--- config.mk ---
export PLATFORM = sky130hd
export DESIGN_NAME = multiplexed_seven_segment_latch
export DESIGN_NICKNAME = d
export VERILOG_FILES = /design/src/rtl/mss_pkg.sv /design/src/rtl/mss_in_reg.sv /design/src/rtl/mss_digits.sv /design/src/rtl/multiplexed_seven_segment_latch.sv
export SDC_FILE = /design/constraint.sdc
export NUM_CORES = 1
export LEC_CHECK = 0
export ABC_AREA = 0
export BUFFER_PORTS_ARGS = -buffer_cell sky130_fd_sc_hd__buf_4
export CAP_MARGIN = 20
export CORE_MARGIN = 2
export CORE_UTILIZATION = 24
export CTS_CLUSTER_SIZE = 28
export DETAILED_ROUTE_END_ITERATION = 8
export SLEW_MARGIN = 20
export SYNTH_ARGS = -nofsm -noshare
export SYNTH_HDL_FRONTEND = slang
export SYNTH_SLANG_ARGS = --single-unit
export TNS_END_PERCENT = 50
--- constraint.sdc ---
create_clock -name clk -period 5.2 [get_ports clk]
set_input_delay 0.26 -clock clk [delete_from_list [all_inputs] [get_ports clk]]
set_output_delay 0.26 -clock clk [all_outputs]
set_load 0.02 [all_outputs]
--- src/rtl/mss_pkg.sv ---
// ----------------------------------------------------------------------------
// mss_pkg
// Shared types, constants and the segment decode for the seven-segment latch.
// ----------------------------------------------------------------------------
package mss_pkg;

  localparam int unsigned DIGITS     = 4;
  localparam int unsigned SEG_W      = 8;
  localparam int unsigned PORT_IDX_W = 2;

  localparam logic REQ_WRITE = 1'b0;
  localparam logic REQ_TICK  = 1'b1;

  localparam logic [PORT_IDX_W-1:0] WATCHED_PORT_RST = '0;

  typedef struct packed {
    logic                  req_type;
    logic [PORT_IDX_W-1:0] port_index;
    logic [7:0]            port_value;
  } in_t;

  typedef struct packed {
    logic [SEG_W-1:0] digit3_segments;
    logic [SEG_W-1:0] digit2_segments;
    logic [SEG_W-1:0] digit1_segments;
    logic [SEG_W-1:0] digit0_segments;
  } out_t;

  // Decoded request handed from the input stage to the digit state.
  typedef struct packed {
    logic        tick;
    logic        write;
    logic [7:0]  value;
  } cmd_t;

  // Lit pattern for a hex digit: complement of the inverted segment table.
  function automatic logic [SEG_W-1:0] seg_lit(input logic [3:0] hex);
    logic [SEG_W-1:0] inv;
    unique case (hex)
      4'h0: inv = 8'h40;
      4'h1: inv = 8'h79;
      4'h2: inv = 8'h24;
      4'h3: inv = 8'h30;
      4'h4: inv = 8'h19;
      4'h5: inv = 8'h12;
      4'h6: inv = 8'h02;
      4'h7: inv = 8'h78;
      4'h8: inv = 8'h00;
      4'h9: inv = 8'h10;
      4'hA: inv = 8'h08;
      4'hB: inv = 8'h03;
      4'hC: inv = 8'h46;
      4'hD: inv = 8'h21;
      4'hE: inv = 8'h06;
      4'hF: inv = 8'h0E;
      default: inv = 8'h00;
    endcase
    return ~inv;
  endfunction

endpackage

--- src/rtl/mss_in_reg.sv ---
// ----------------------------------------------------------------------------
// mss_in_reg
// Input register: holds one accepted beat and decodes it against the
// watched port.
// ----------------------------------------------------------------------------
module mss_in_reg (
  input  logic                           clk,
  input  logic                           rst_n,
  input  logic                           in_valid,
  output logic                           in_ready,
  input  mss_pkg::in_t                   in_data,
  input  logic [mss_pkg::PORT_IDX_W-1:0] watched_port,
  input  logic                           adv,
  output logic                           cmd_valid,
  output mss_pkg::cmd_t                  cmd
);
  import mss_pkg::*;

  logic valid_r;
  logic valid_nxt;
  in_t  data_r;

  assign in_ready  = !valid_r || adv;
  assign valid_nxt = in_valid ? 1'b1 : (adv ? 1'b0 : valid_r);

  always_ff @(posedge clk) begin
    if (!rst_n) begin
      valid_r <= 1'b0;
    end else if (in_ready) begin
      valid_r <= valid_nxt;
    end
  end

  always_ff @(posedge clk) begin
    if (in_valid && in_ready) begin
      data_r <= in_data;
    end
  end

  assign cmd_valid = valid_r;

  always_comb begin
    cmd.tick  = (data_r.req_type == REQ_TICK);
    cmd.write = (data_r.req_type == REQ_WRITE) && (data_r.port_index == watched_port);
    cmd.value = data_r.port_value;
  end

endmodule

--- src/rtl/mss_digits.sv ---
// ----------------------------------------------------------------------------
// mss_digits
// Digit state: latched patterns, refreshed marks and the last select nibble,
// updated once per advancing beat.
// ----------------------------------------------------------------------------
module mss_digits (
  input  logic                                          clk,
  input  logic                                          rst_n,
  input  logic                                          adv,
  input  mss_pkg::cmd_t                                 cmd,
  output logic [mss_pkg::DIGITS-1:0][mss_pkg::SEG_W-1:0] pat_nxt
);
  import mss_pkg::*;

  logic [DIGITS-1:0][SEG_W-1:0] pat_r;
  logic [DIGITS-1:0]            mark_r;
  logic [DIGITS-1:0]            mark_nxt;
  logic [DIGITS-1:0]            sel_r;
  logic [DIGITS-1:0]            sel_nxt;
  logic [SEG_W-1:0]             lit;
  logic [DIGITS-1:0]            sel_in;

  assign lit    = seg_lit(cmd.value[3:0]);
  assign sel_in = cmd.value[7:4];

  always_comb begin
    pat_nxt  = pat_r;
    mark_nxt = mark_r;
    sel_nxt  = sel_r;
    for (int i = 0; i < DIGITS; i++) begin
      if (cmd.tick) begin
        // Drop a digit that was left unselected and not refreshed since the last tick.
        if (sel_r[i] && (pat_r[i] != '0) && !mark_r[i]) begin
          pat_nxt[i] = '0;
        end else begin
          mark_nxt[i] = 1'b0;
        end
      end else if (cmd.write && !sel_in[i]) begin
        pat_nxt[i]  = lit;
        mark_nxt[i] = 1'b1;
      end
    end
    if (!cmd.tick && cmd.write) begin
      sel_nxt = sel_in;
    end
  end

  always_ff @(posedge clk) begin
    if (!rst_n) begin
      pat_r  <= '0;
      mark_r <= '0;
      sel_r  <= '1;
    end else if (adv) begin
      pat_r  <= pat_nxt;
      mark_r <= mark_nxt;
      sel_r  <= sel_nxt;
    end
  end

endmodule

--- src/rtl/multiplexed_seven_segment_latch.sv ---
// Path: the input register loads at the accept edge; the result register loads
//   together with the digit state when the beat advances.
// Throughput: one item per cycle while out_ready does not stall the result.
// Stalls on out_ready hold the result and back-pressure through the input stage.
// Reset (rst_n, synchronous): digits dark, marks clear, no digit selected,
//   watched port 0.
// ----------------------------------------------------------------------------
// multiplexed_seven_segment_latch
// Four-digit multiplexed seven-segment latch with persistence ticks.
// ----------------------------------------------------------------------------
module multiplexed_seven_segment_latch (
  input  logic                           clk,
  input  logic                           rst_n,
  input  logic                           in_valid,
  output logic                           in_ready,
  input  mss_pkg::in_t                   in_data,
  output logic                           out_valid,
  input  logic                           out_ready,
  output mss_pkg::out_t                  out_data,
  input  logic                           cfg_valid,
  output logic                           cfg_ready,
  input  logic [mss_pkg::PORT_IDX_W-1:0] cfg_watched_port
);
  import mss_pkg::*;

  logic [PORT_IDX_W-1:0]        watched_port_r;
  logic                         cmd_valid;
  cmd_t                         cmd;
  logic                         adv;
  logic [DIGITS-1:0][SEG_W-1:0] pat_nxt;
  logic                         out_valid_r;
  out_t                         out_data_r;

  assign cfg_ready = 1'b1;

  always_ff @(posedge clk) begin
    if (!rst_n) begin
      watched_port_r <= WATCHED_PORT_RST;
    end else if (cfg_valid && cfg_ready) begin
      watched_port_r <= cfg_watched_port;
    end
  end

  // Advance when the result register is free or being emptied.
  assign adv = cmd_valid && (!out_valid_r || out_ready);

  mss_in_reg u_in_reg (
    .clk          (clk),
    .rst_n        (rst_n),
    .in_valid     (in_valid),
    .in_ready     (in_ready),
    .in_data      (in_data),
    .watched_port (watched_port_r),
    .adv          (adv),
    .cmd_valid    (cmd_valid),
    .cmd          (cmd)
  );

  mss_digits u_digits (
    .clk     (clk),
    .rst_n   (rst_n),
    .adv     (adv),
    .cmd     (cmd),
    .pat_nxt (pat_nxt)
  );

  always_ff @(posedge clk) begin
    if (!rst_n) begin
      out_valid_r <= 1'b0;
    end else if (adv) begin
      out_valid_r <= 1'b1;
    end else if (out_ready) begin
      out_valid_r <= 1'b0;
    end
  end

  always_ff @(posedge clk) begin
    if (adv) begin
      out_data_r.digit0_segments <= pat_nxt[0];
      out_data_r.digit1_segments <= pat_nxt[1];
      out_data_r.digit2_segments <= pat_nxt[2];
      out_data_r.digit3_segments <= pat_nxt[3];
    end
  end

  assign out_valid = out_valid_r;
  assign out_data  = out_data_r;

endmodule

=== After elaboration in Yosys (flattened, before gate mapping) ===
Memory sizes are Yosys's and may differ from the RTL's. A register that Yosys moved wholly into a read port is not among the register bits.
Cells that the tools add are included.

* Mux-type cells: 29
* Equal/unequal tests: 5
* Reduce and logical (&&, ||, !) cells: 45
* Bitwise operators: 2

{| class="wikitable"
|+ Operators with widths
! cell !! number
|-
| 2-to-1 mux 8 bit || 12
|-
| nonzero test 8 bit || 4
|-
| logical AND 1 bit || 16
|-
| 2-to-1 mux 1 bit || 16
|-
| AND reduction 3 bit || 4
|-
| nonzero test 2 bit || 6
|-
| logical NOT 1 bit || 11
|-
| inequality test 2 bit (second input constant) || 4
|-
| NOT 8 bit || 1
|-
| 2-to-1 mux 4 bit || 1
|-
| AND reduction 2 bit || 2
|-
| == test 2 bit || 1
|-
| logical OR 1 bit || 2
|-
| NOT 1 bit || 1
|}

* Bits of input ports: 18
* Bits in read-only memories: 112
* Bits in registers: 87
* Memories kept: 1

{| class="wikitable"
|+ Memories
! memory !! words !! bits a word !! rd ports !! clocked after memory_dff !! write ports !! line !! text
|-
| (no name shown) || 16 || 7 || 1 || 1 || 0 || mss_pkg.sv:39 || <nowiki>unique case (hex)</nowiki>
|}

=== Longest topological paths before layout ===
* Word-level depth: 6
* Gate-level depth with buffers: 9

=== By module ===
From an unflattened synthesis, not the netlist that was laid out.

* Cell total of the unflattened synthesis: 312
* Area total of the unflattened synthesis: 3719.8 um^2

{| class="wikitable"
|+ By module, submodules not included
! module !! area each (um^2) !! cells an instance !! instances !! sequential area each (um^2)
|-
| mss_digits || 2158.3 || 240 || 1 || 800.8
|-
| multiplexed_seven_segment_latch || 1084.8 || 44 || 1 || 1021.0
|-
| mss_in_reg || 476.7 || 28 || 1 || 350.3
|}

=== Least setup slack after synthesis ===
OpenSTA, ideal clock, no wires.

* Path kind: flip-flop to flip-flop
* Start point: register out_valid_r, in the netlist out_valid
* End point: register (tool-made name)
* Stages on the path, launching flop included: 10
* Slack: 3.023 ns
* Period minus slack after synthesis: 2.177 ns
* Library setup time: 0.122 ns
* Path buffers: 1
* Data required time: 5.078 ns
* Data arrival time: 2.055 ns
* Cells stage by stage: dfxtp_1 and3b_1 buf_6 inv_2 nand2_1 mux2i_1 inv_1 ha_1 and3_1 a221o_1

{| class="wikitable"
|+ RTL lines
! item !! line !! text
|-
| from (decl) || multiplexed_seven_segment_latch.sv:31 || <nowiki>logic out_valid_r;</nowiki>
|-
| from (signal assigned) || multiplexed_seven_segment_latch.sv:69 || <nowiki>out_valid_r <= 1'b0;</nowiki>
|-
| from (signal assigned) || multiplexed_seven_segment_latch.sv:71 || <nowiki>out_valid_r <= 1'b1;</nowiki>
|-
| from (signal assigned) || multiplexed_seven_segment_latch.sv:73 || <nowiki>out_valid_r <= 1'b0;</nowiki>
|}

==> impl_summary.log <==
[metrics] flip-flop and latch count after synthesis: 94
[metrics] number of buffers inserted during clock tree synthesis: 9
[metrics] estimated wirelength of the detail-placed design: 6.36 mm
[metrics] Post-synth top flop: sky130_fd_sc_hd__dfxtp_1
[metrics] cell breakdown of the critical path: and3b_1 -> inv_2 -> nand2_1 -> mux2i_1 -> inv_1 -> ha_1 -> and3_1 -> a221o_1
[metrics] number of clock sinks seen by CTS: 94
[metrics] leakage power summed over all cells: 1.89 nW
[metrics] placed instance area: 4600 um^2
[metrics] final total power: 1.72 mW
[metrics] mean routed wirelength per cell: 14.2 um
[metrics] post-synth design cell area: 4030 um^2
[metrics] count of port buffers added during placement: 51
[metrics] critical path peak fanout: 7
[metrics] basic-gate share of the synthesized area counting and, or, nand and nor cells: 0.113
[metrics] DRC violation count after routing: 0
[metrics] Clock Latency Late Sink: 0.34 ns
[metrics] Max Clk Rate: 421 MHz
[metrics] Seq/Total Area, Yosys: 0.573
[metrics] vias after detailed routing: 2816
[metrics] worst-margin pin slew: between 0.9 and 1 ns
[metrics] cell family with the largest share of critical-path delay: simple AND/OR/NAND/NOR gates
[metrics] Relative slew margins: 0.381
[metrics] placeable core region: 16500 um^2
[metrics] standard cell with the maximum stage delay on the critical path: sky130_fd_sc_hd__dfxtp_1
[metrics] net count reported at finish: 428
[metrics] multiplexer share of the synthesized area: 0.0769
[metrics] xor and xnor fraction of the mapped netlist area: 0.0146
[metrics] Pre-Repair DR Iteration Count: 4
[metrics] Warnings, synthesis: 0
[metrics] period utilisation layout: 0.457
[metrics] post-CTS setup buffer count: 0
[metrics] net switching component of the power: 0.419 mW
[metrics] area of the die: 17900 um^2
[metrics] clk slew on worst S/H paths: roughly 0.06 ns
[metrics] gpl congestion: 0.838
[metrics] fraction of layout instances using a drive strength above 1: 0.196
[metrics] Power per Cell Area: 350 nW/um^2
[metrics] routed wire length: 8.90 mm
[metrics] GR Overflow Total: 0
[metrics] post-route cell area: 4920 um^2
[metrics] setup violators final: 0
[metrics] EDFF count, synth: 43
[metrics] Int Power: 1.30 mW
[metrics] die outline height: 134 um
[metrics] clock tree root buffer cell: sky130_fd_sc_hd__clkbuf_16
[metrics] commonest non-fill, non-tap cell in the layout: sky130_fd_sc_hd__buf_4
[metrics] antenna diode instance count: 0
[metrics] Final Hold Violating Endpoints: 0
[metrics] global-route wire length before repair: 14.4 mm
[metrics] VDD IR-drop max: approximately 0.16 mV
[metrics] fin. max-slew vios: 0
[metrics] ports placed on the boundary: 53
[metrics] combinational family with the most area after synthesis: compound AO/OA/AOI/OAI gates
[metrics] Layout Skew: 0.00730 ns
[metrics] H-tree depth reported by CTS: 3
[metrics] initial antenna violation count: 0
[metrics] Async S/R FF share, synth: 0
[metrics] number of maximum-capacitance constraint violations: 0
[metrics] unrepaired setup endpoints after global routing: false
[metrics] number of standard cells after synthesis: 359
[metrics] startpoint-to-endpoint class of the critical path: reg -> reg
[metrics] Critical Path RT: 5.43 ns
[metrics] CP Data Arrival Time: about 2.6 ns
[metrics] row count: 47
[metrics] final standard cell utilization of the core: 0.298
[metrics] Die Width: 134 um
[metrics] Starting Density: 0.244
[metrics] Final min period: between 2 and 2.5 ns
[metrics] Cell variety after synth: 48
[metrics] combined global-route utilization of all metal layers: 0.102
[metrics] count of hold buffers inserted by post-cts repair: 0
[metrics] count of nets left with antenna violations after detail routing: 0
[metrics] clock share of power: 0.407
[metrics] CTS Buffer Depth: 2
[metrics] type of element launching the critical path: flop
[metrics] critical path endpoint category: flop
[metrics] result of the run: finished clean
[metrics] delay contributed by the slowest stage of the critical path: 0.43 ns
[metrics] summed negative setup slack over all endpoints: 0 ns
[metrics] first-iteration detailed-routing DRC count: about 150
[metrics] part of the total power dissipated in sequential elements: 0.496
[metrics] area delta synth->final: 22.0%
[metrics] number of global-route vias before repair: about 2700
[metrics] Buf/Inv on CP: 2
[metrics] pin count of the biggest net entering global routing: 46
[metrics] area fraction in compound gates after synthesis: 0.142
[metrics] number of cells upsized or downsized after cts: 0
[metrics] number of fill cells: about 1700
[metrics] sw frac: 0.244
[metrics] vias per inst: 4.48
[metrics] Post-Synth Adder-Cell Area: 0.0186
[metrics] CTS tree: yes
[metrics] Worst Hold Class: in -> reg
[metrics] number of nets in the synthesized netlist: 383
[metrics] Comb pwr share: 0.098
[metrics] top library cells by usage in the layout, fill and taps aside: 52 x sky130_fd_sc_hd__buf_4, 51 x sky130_fd_sc_hd__dfxtp_1, 43 x sky130_fd_sc_hd__edfxtp_1, 38 x sky130_fd_sc_hd__nand2_1, 36 x sky130_fd_sc_hd__inv_1
[metrics] average cell area after synthesis: 11.2 um^2
==> per-stage QoR <==
step / instances / hold WS, ns / worst slack [ns]
after floorplan: 359 / 0.359 / 3.02
after global placement: 613 / 0.440 / 2.97
after detailed placement: 613 / 0.440 / 2.82
after CTS: 629 / 0.0813 / 2.82
after global routing: 629 / 0.0786 / 2.62
final: 629 / 0.0954 / 2.82
==> flip-flops by register name (all words and copies together), names as in the netlist, named ones only <==
name	cells
out_valid	1
out_data	32
u_in_reg.cmd_valid	1
u_in_reg.cmd	9
watched_port_r	2
u_in_reg.data_r	2
u_digits.sel_r	4
u_digits.mark_r	4
u_digits.pat_r	32
==> path summary, 6_finish.rpt <==
check	start	end	slack [ns]	depth (start not counted)
max reg2reg	u_in_reg.cmd_valid	flop	2.82	8
min	in_data[10]	u_in_reg.cmd[9]	0.1	1
min reg2reg	u_digits.pat_r[2]	u_digits.pat_r[2]	0.47	2
max	u_in_reg.cmd_valid	flop	2.82	8
==> synth_stat cells (all sizes together) (2+ instances only) <==
master | count | area [um^2]
dfxtp | 51 | 1020
edfxtp | 43 | 1290
inv | 38 | 143
nand2 | 38 | 143
o22ai | 32 | 200
mux2i | 31 | 310
buf | 16 | 91.3
o21ai | 13 | 65.1
nand3 | 9 | 50.1
nor2 | 9 | 33.8
a21oi | 7 | 35.0
a21boi | 6 | 45.0
ha | 6 | 75.1
nand4 | 6 | 52.6
nor4 | 6 | 43.8
o21a | 5 | 37.5
a31oi | 4 | 52.6
nand2b | 4 | 25.0
nand3b | 4 | 30.0
nor3 | 4 | 25.0
o221a | 4 | 45.0
a41o | 3 | 30.0
nand4b | 3 | 26.3
xnor2 | 3 | 41.3
clkbuf | 2 | 7.51
o211a | 2 | 20.0
o211ai | 2 | 33.8
xor2 | 2 | 17.5
==> logic make-up after synthesis <==
logic type,after synthesis
mux,31
fa+ha+maj,6
buf+inv,56
simple gates,87
other cells,1
compound gates,79
xor+xnor,5
flops,94
==> area by class of cell <==
class                           count  area [um^2]  area share
Inverter                           38          143      0.0290
Sequential cell                    94         2310       0.470
Multi-Input combinational cell    209         1480       0.301
Timing Repair Buffer               52          390      0.0793
Clock inverter                      7         96.3      0.0196
Tap cell                          220          275      0.0559
Clock buffer                        9          225      0.0458
==> layer usage <==
layer  up-vias  share of wire  GRT usage  wire, um
li1       1386              -          -         -
met1      1344           0.47      0.138      4230
met2        84           0.45      0.154      4020
met3         2          0.068     0.0308       605
met4         0         0.0053     0.0378        47
met5         -              0          0         0
==> power by group through the flow <==
stage / Clock (mW) / Combinational [mW] / Sequential (mW)
floorplan: 0 / 0.116 / 0.855
global placement: 0 / 0.164 / 0.870
detailed placement: 0 / 0.169 / 0.871
CTS: 0.721 / 0.170 / 0.854
global route: 0.747 / 0.184 / 0.857
finish: 0.700 / 0.168 / 0.853
Note: power is estimated with default switching activity, not from simulation.
